$ cat src/rtl/deq_pkg.sv
package deq_pkg;

  localparam int unsigned DeqDepthDef = 16;
  localparam int unsigned WordW       = 32;
  localparam int unsigned ReqW        = 3;
  localparam int unsigned StatusW     = 2;
  localparam int unsigned TotalW      = 5;

  localparam logic [ReqW-1:0] ReqPushFront = 3'd0;
  localparam logic [ReqW-1:0] ReqPushBack  = 3'd1;
  localparam logic [ReqW-1:0] ReqPopFront  = 3'd2;
  localparam logic [ReqW-1:0] ReqPopBack   = 3'd3;

  localparam logic [StatusW-1:0] StOk    = 2'd0;
  localparam logic [StatusW-1:0] StEmpty = 2'd1;
  localparam logic [StatusW-1:0] StFull  = 2'd2;

  localparam logic signed [WordW-1:0] NoneWord = -32'sd1;

  // Commands from the controller to the datapath.
  typedef struct packed {
    logic latch;     // take the accepted request
    logic exec;      // update pointers, write store, issue pop read
    logic read;      // capture popped word, read front and rear
    logic load_out;  // fill the output register
  } dp_cmd_t;

endpackage

$ cat src/rtl/deq_ctrl.sv
module deq_ctrl
  import deq_pkg::*;
(
  input  logic    clk_i,
  input  logic    rst_ni,
  input  logic    in_valid_i,
  output logic    in_ready_o,
  output logic    out_valid_o,
  input  logic    out_ready_i,
  output dp_cmd_t cmd_o
);

  typedef enum logic [1:0] {
    S_IDLE,
    S_EXEC,
    S_READ,
    S_CAPT
  } state_e;

  state_e state_q;
  logic   out_valid_q;
  logic   out_free;

  assign out_free    = !out_valid_q || out_ready_i;
  assign in_ready_o  = (state_q == S_IDLE);
  assign out_valid_o = out_valid_q;

  always_comb begin
    cmd_o          = '0;
    cmd_o.latch    = (state_q == S_IDLE) && in_valid_i;
    cmd_o.exec     = (state_q == S_EXEC);
    cmd_o.read     = (state_q == S_READ);
    cmd_o.load_out = (state_q == S_CAPT) && out_free;
  end

  always_ff @(posedge clk_i or negedge rst_ni) begin
    if (!rst_ni) begin
      state_q     <= S_IDLE;
      out_valid_q <= 1'b0;
    end else begin
      // load a new result or drop the one just taken
      out_valid_q <= cmd_o.load_out || (out_valid_q && !out_ready_i);
      case (state_q)
        S_IDLE: begin
          if (in_valid_i) begin
            state_q <= S_EXEC;
          end
        end
        S_EXEC: begin
          state_q <= S_READ;
        end
        S_READ: begin
          state_q <= S_CAPT;
        end
        S_CAPT: begin
          // hold here until the output register can take the result
          if (out_free) begin
            state_q <= S_IDLE;
          end
        end
        default: begin
          state_q <= S_IDLE;
        end
      endcase
    end
  end

endmodule

$ cat src/rtl/deq_datapath.sv
module deq_datapath
  import deq_pkg::*;
#(
  parameter int unsigned DEPTH = DeqDepthDef
) (
  input  logic                     clk_i,
  input  logic                     rst_ni,
  input  dp_cmd_t                  cmd_i,
  input  logic [ReqW-1:0]          req_type_i,
  input  logic signed [WordW-1:0]  data_in_i,
  output logic signed [WordW-1:0]  popped_value_o,
  output logic [StatusW-1:0]       status_o,
  output logic signed [WordW-1:0]  front_word_o,
  output logic signed [WordW-1:0]  rear_word_o,
  output logic [TotalW-1:0]        item_total_o,
  output logic                     empty_flag_o
);

  localparam int unsigned IdxW = (DEPTH > 1) ? $clog2(DEPTH) : 1;
  localparam int unsigned CntW = $clog2(DEPTH + 1);
  localparam int unsigned SumW = $clog2(2 * DEPTH) + 1;

  function automatic logic [IdxW-1:0] wrap(input logic [SumW-1:0] s);
    logic [SumW-1:0] t;
    t = (s >= SumW'(DEPTH)) ? s - SumW'(DEPTH) : s;
    return t[IdxW-1:0];
  endfunction

  logic signed [WordW-1:0] mem_q [DEPTH];

  logic [ReqW-1:0]         req_q;
  logic signed [WordW-1:0] data_q;
  logic [IdxW-1:0]         front_q;
  logic [CntW-1:0]         count_q;
  logic [StatusW-1:0]      status_q;
  logic                    pop_ok_q;
  logic signed [WordW-1:0] popped_q;
  logic signed [WordW-1:0] rd_a_q;
  logic signed [WordW-1:0] rd_b_q;

  logic signed [WordW-1:0] out_popped_q;
  logic [StatusW-1:0]      out_status_q;
  logic signed [WordW-1:0] out_front_q;
  logic signed [WordW-1:0] out_rear_q;
  logic [TotalW-1:0]       out_total_q;
  logic                    out_empty_q;

  logic                    is_push;
  logic                    is_pop;
  logic                    full;
  logic                    empty;
  logic [IdxW-1:0]         front_dec;
  logic [IdxW-1:0]         front_inc;
  logic [IdxW-1:0]         tail_slot;
  logic [IdxW-1:0]         rear_slot;
  logic [IdxW-1:0]         addr_a;
  logic                    wr_en;
  logic [IdxW-1:0]         wr_addr;
  logic [CntW+TotalW-1:0]  total_ext;

  always_comb begin
    is_push   = (req_q == ReqPushFront) || (req_q == ReqPushBack);
    is_pop    = (req_q == ReqPopFront) || (req_q == ReqPopBack);
    full      = (count_q == CntW'(DEPTH));
    empty     = (count_q == '0);
    front_dec = (front_q == '0) ? IdxW'(DEPTH - 1) : front_q - 1'b1;
    front_inc = (front_q == IdxW'(DEPTH - 1)) ? '0 : front_q + 1'b1;
    tail_slot = wrap(SumW'(front_q) + SumW'(count_q));
    // only meaningful with at least one stored word
    rear_slot = wrap(SumW'(front_q) + SumW'(count_q) - 1'b1);
    // pop back reads the old rear; everything else reads the front
    addr_a    = (cmd_i.exec && (req_q == ReqPopBack)) ? rear_slot : front_q;
    wr_en     = cmd_i.exec && is_push && !full;
    wr_addr   = (req_q == ReqPushFront) ? front_dec : tail_slot;
    total_ext = {{TotalW{1'b0}}, count_q};
  end

  always_ff @(posedge clk_i) begin
    if (wr_en) begin
      mem_q[wr_addr] <= data_q;
    end
    rd_a_q <= mem_q[addr_a];
    rd_b_q <= mem_q[rear_slot];
  end

  always_ff @(posedge clk_i or negedge rst_ni) begin
    if (!rst_ni) begin
      front_q <= '0;
      count_q <= '0;
    end else if (cmd_i.exec) begin
      if (is_push && !full) begin
        count_q <= count_q + 1'b1;
        if (req_q == ReqPushFront) begin
          front_q <= front_dec;
        end
      end else if (is_pop && !empty) begin
        count_q <= count_q - 1'b1;
        if (req_q == ReqPopFront) begin
          front_q <= front_inc;
        end
      end
    end
  end

  always_ff @(posedge clk_i) begin
    if (cmd_i.latch) begin
      req_q  <= req_type_i;
      data_q <= data_in_i;
    end
    if (cmd_i.exec) begin
      pop_ok_q <= is_pop && !empty;
      if (is_push && full) begin
        status_q <= StFull;
      end else if (is_pop && empty) begin
        status_q <= StEmpty;
      end else begin
        status_q <= StOk;
      end
    end
    if (cmd_i.read) begin
      popped_q <= pop_ok_q ? rd_a_q : NoneWord;
    end
    if (cmd_i.load_out) begin
      out_popped_q <= popped_q;
      out_status_q <= status_q;
      out_front_q  <= empty ? NoneWord : rd_a_q;
      out_rear_q   <= empty ? NoneWord : rd_b_q;
      out_total_q  <= total_ext[TotalW-1:0];
      out_empty_q  <= empty;
    end
  end

  assign popped_value_o = out_popped_q;
  assign status_o       = out_status_q;
  assign front_word_o   = out_front_q;
  assign rear_word_o    = out_rear_q;
  assign item_total_o   = out_total_q;
  assign empty_flag_o   = out_empty_q;

endmodule

$ cat src/rtl/double_ended_queue_unit.sv
// Double-ended queue of signed 32-bit words held in a ring store of DEPTH
// entries, tracked by a front index and a word count. Each input word is a
// request: push front, push back, pop front, pop back or query (codes four to
// seven act as query). Each request gives exactly one result word carrying the
// popped word (-1 when nothing was popped), a status (ok, pop on empty, push on
// full dropped), the front and rear words after the request (-1 when empty),
// the stored count masked to five bits and an empty flag. A push into a full
// queue leaves the queue unchanged. Requests are handled one at a time: a
// request is taken only while the block is idle, its result is loaded into
// the output register after the execute, read and capture states, and the
// next request can be accepted once the block is back in idle. The capture
// state holds while the output register is still full and not taken. The
// popped word is read first from the store, then the new front and rear
// words. A finished result waits in the output register while the next
// request is already taken. The store needs no clearing after reset; words
// are only read once written.
module double_ended_queue_unit
  import deq_pkg::*;
#(
  parameter int unsigned DEPTH = DeqDepthDef
) (
  input  logic                    clk_i,
  input  logic                    rst_ni,
  input  logic                    in_valid_i,
  output logic                    in_ready_o,
  input  logic [ReqW-1:0]         req_type_i,
  input  logic signed [WordW-1:0] data_in_i,
  output logic                    out_valid_o,
  input  logic                    out_ready_i,
  output logic signed [WordW-1:0] popped_value_o,
  output logic [StatusW-1:0]      status_o,
  output logic signed [WordW-1:0] front_word_o,
  output logic signed [WordW-1:0] rear_word_o,
  output logic [TotalW-1:0]       item_total_o,
  output logic                    empty_flag_o
);

  dp_cmd_t cmd;

  // Sequence each request: accept, execute, read, capture.
  deq_ctrl u_ctrl (
    .clk_i       (clk_i),
    .rst_ni      (rst_ni),
    .in_valid_i  (in_valid_i),
    .in_ready_o  (in_ready_o),
    .out_valid_o (out_valid_o),
    .out_ready_i (out_ready_i),
    .cmd_o       (cmd)
  );

  // Hold the ring store, pointers and the output register.
  deq_datapath #(
    .DEPTH (DEPTH)
  ) u_datapath (
    .clk_i          (clk_i),
    .rst_ni         (rst_ni),
    .cmd_i          (cmd),
    .req_type_i     (req_type_i),
    .data_in_i      (data_in_i),
    .popped_value_o (popped_value_o),
    .status_o       (status_o),
    .front_word_o   (front_word_o),
    .rear_word_o    (rear_word_o),
    .item_total_o   (item_total_o),
    .empty_flag_o   (empty_flag_o)
  );

endmodule

$ cat config.mk
export PLATFORM = sky130hd
export DESIGN_NAME = double_ended_queue_unit
export DESIGN_NICKNAME = d
export VERILOG_FILES = /design/src/rtl/deq_pkg.sv /design/src/rtl/deq_ctrl.sv /design/src/rtl/deq_datapath.sv /design/src/rtl/double_ended_queue_unit.sv
export SDC_FILE = /design/constraint.sdc
export NUM_CORES = 1
export LEC_CHECK = 0
export ABC_AREA = 0
export ABC_CLOCK_PERIOD_IN_PS = 8530
export BUFFER_PORTS_ARGS = -buffer_cell sky130_fd_sc_hd__buf_2
export CAP_MARGIN = 20
export CORE_ASPECT_RATIO = 1.25
export CORE_MARGIN = 2
export CORE_UTILIZATION = 66
export CTS_CLUSTER_DIAMETER = 60
export DETAILED_ROUTE_END_ITERATION = 7
export PLACE_DENSITY = 0.89
export SYNTH_ARGS = -nofsm -noshare
export SYNTH_HDL_FRONTEND = slang
export SYNTH_HIERARCHICAL = 1
export SYNTH_SLANG_ARGS = --single-unit
$ cat constraint.sdc
create_clock -name clk_i -period 8.53 [get_ports clk_i]
set_input_delay 1.706 -clock clk_i [delete_from_list [all_inputs] [get_ports clk_i]]
set_output_delay 1.706 -clock clk_i [all_outputs]
set_load 0.1 [all_outputs]
==> summary.md <==
| Metric | Value |
|---|---|
| Outcome | `finished clean` |
| Worst-case clock buffer depth | `3` |
| Setup Fix Bufs, Post-CTS | `0` |
| Io pins | `145` |
| Most frequent cell on the critical path | `buf_4` |
| Seq/Total Area, Yosys | `68.9%` |
| Post-Syn Nets | `2272` |
| DRT iter0 DRCs | `3660` |
| Ys async rst share | `1.57%` |
| Crit end category | `flip-flop` |
| Die Span X | `201 um` |
| Initial DRT Pass Iterations | `6` |
| Worst Max-Slew Pin Slew | `1230 ps` |
| Die height | `251 um` |
| Core ar. | `48200 um^2` |
| CTS resizes | `0` |
| Final net count | `2381` |
| Largest net degree at the start of global routing | `225` |
| Max Cap Viol | `0` |
| CP arrival | `5210 ps` |
| Top FF cell, synth | `edfxtp_1` |
| GRT Total Usage | `34.4%` |
| Max Clk Rate | `210 MHz` |
| Avg Cell Area, Syn | `14.5 um^2` |
| Detailed Place HPWL | `44400 um` |
| Synth unique cells | `60` |
| Area contributors post-synth | `edfxtp_1 (64%), mux4_2 (9.0%), nand2_1 (5.5%), dfxtp_1 (4.0%), nand3_1 (3.0%)` |
| RSZ-0062 raised after global routing | `false` |
| Initial antenna violation count | `1` |
| Top delay family on crit path | `buffers and inverters` |
| Post-CTS Hold Fix Bufs | `0` |
| Cell with the most instances after synthesis | `edfxtp_1` |
| Clock Skew | `31.7 ps` |
| Share of the synthesized area in the top cell type | `64.0%` |
| Count of input and output buffers | `144` |
| Clock root cell | `clkbuf_16` |
| Post-synth top cells | `edfxtp_1 (686), nand2_1 (469), nand3_1 (195), mux4_2 (128), clkbuf_1 (90)` |
| ANT nets after route | `0` |
| RD Place Congestion | `0.846` |
| Initial core utilization | `66.8%` |
| Clk_lat worst skew | `620 ps` |
| Crit path time final | `4760 ps` |
| Total congestion overflow | `0` |
| First-pass GRT wire length | `129000 um` |
| Crit path max fanout | `93` |
| Crit-path max cell delay | `970 ps` |
| Hold Vio Cnt, Final | `0` |
| Final Cycle Share | `55.8%` |
| CP bufs+invs | `3` |
| Die ar. | `50500 um^2` |
| Setup Viol. Count Final | `0` |
| Via count | `21600` |
| Final WL | `87000 um` |
| Highest-delay cell along the critical path | `buf_4` |
| TritonCTS clock tree | `done` |
| DR DRC count | `0` |
| CP Class | `reg2reg` |
| Row count | `90` |
| Clock Sinks | `762` |
| Critical Path RT | `8980 ps` |
| Final Max Slew Viols | `0` |
| Vias per cell | `7.12` |
| TritonCTS Buffers | `70` |
| FILL cells | `2578` |
| CP Cell Sequence | `inv_1 -> ha_1 -> and4b_1 -> mux2i_4 -> buf_4 -> buf_4 -> mux2i_1 -> a32oi_1 -> o2111ai_1 -> o21ai_1` |
| Synth-to-Final Area Change | `11.8%` |
| Share of post-route cells with drive strength above 1 | `22.1%` |
| Leading area contributor after synthesis | `edfxtp_1` |
| Flops & latches, synth | `762` |
| Ys Warns | `6` |
| CTS H-tree depth | `3` |
| Number of global-route vias before repair | `21900` |
| Worst rel slew slack | `18.1%` |
| Setup TNS | `0 ps` |
| Post-synth EDFFs | `686` |
| Post-synthesis instance total | `2220` |
| CP Launch Type | `flip-flop` |
| # diodes | `0` |
| HP Class | `reg2reg` |
| Routed wire per std cell | `28.7 um` |
| Synth Cell Area | `32200 um^2` |
| Clock transition at the registers of the reported paths | `70 ps` |
final timing paths:
path                                         start                       endpoint  slack (ps)  cells after the start
max                              u_ctrl/state_q[1]           u_datapath/rd_a_q[8]        3770                     10
max in group asynchronous                   rst_ni          u_datapath/count_q[3]        7310                      1
min in group asynchronous                   rst_ni              u_ctrl/state_q[1]         980                      1
min reg2reg                u_datapath/popped_q[22]  u_datapath/popped_value_o[22]         410                      0
min                        u_datapath/popped_q[22]  u_datapath/popped_value_o[22]         410                      0
max reg2reg                      u_ctrl/state_q[1]           u_datapath/rd_a_q[8]        3770                     10
cell usage in the layout (no fill, tap or decap), drive strengths merged, types with 36 or more instances in the layout:
| master | n |
|---|---|
| o21ai | 42 |
| clkbuf | 97 |
| nand2b | 36 |
| mux2i | 66 |
| nand2 | 469 |
| edfxtp | 686 |
| nand3 | 195 |
| or2 | 65 |
| buf | 185 |
| dfxtp | 64 |
| a21oi | 41 |
| mux4 | 128 |
routing by layer:
metal	up-vias	wire length, um	track usage (%)
li1	8623	-	-
met1	10200	26700	42.6
met2	2192	41200	54.9
met3	554	12700	8.52
met4	2	6320	21.8
met5	-	18	0
worst reg2reg max path, stage by stage, from the launching register on:
cell and delay [ps]:
dfrtp_1 420, inv_1 100, ha_1 320, and4b_1 700
mux2i_4 330, buf_4 800, buf_4 980, mux2i_1 490
a32oi_1 100, o2111ai_1 240, o21ai_1 120
kinds of logic after synthesis:
kind of cell	count (synthesis)	synth area share (%)
fa+ha+maj	13	0.529
buf+inv	159	2.05
xor+xnor	15	0.541
mux	198	11.2
flops	762	68.9
compound gates	199	4.35
simple gates	874	12.4
sequential cells by signal, indices dropped and copies added (netlist names), 2 cells and up:
register and count:
u_datapath/rd_b_q 32, u_datapath/front_q 4, u_datapath/status_o 2, u_datapath/count_q 5, u_datapath/front_word_o 32, u_datapath/rd_a_q 32
u_datapath/rear_word_o 32, u_datapath/mem_q 512, u_datapath/req_q 3, u_datapath/data_q 32, u_datapath/status_q 2, u_datapath/popped_value_o 32
u_datapath/item_total_o 5, u_datapath/popped_q 32, u_ctrl/state_q 2
stage by stage:
step | hold slack (ps) | cells | setup slack, ps | cell area (um^2) | utilization [%]
finish | 411 | 3031 | 3770 | 36000 | 74.6
detailed placement | 405 | 2898 | 3480 | 33600 | 69.8
CTS | 413 | 3028 | 3440 | 35900 | 74.5
floorplan | 400 | 2220 | 3800 | 32200 | -
global placement | 403 | 2898 | 3630 | 33600 | 69.8
global route | 406 | 3031 | 3600 | 36000 | 74.6
layout make-up:
class | instances | area (um^2) | area share (%)
clock buffers | 96 | 1980 | 5.51
flip-flops and latches | 762 | 22200 | 61.7
multi-input cells | 1299 | 9600 | 26.7
inverters | 10 | 37.5 | 0.104
well taps | 644 | 806 | 2.24
clock inverters | 34 | 283 | 0.786
repair buffers | 186 | 1090 | 3.03
Power is not shown: default switching activity piles up to over one toggle a cycle in this logic, so the estimate is an artifact.
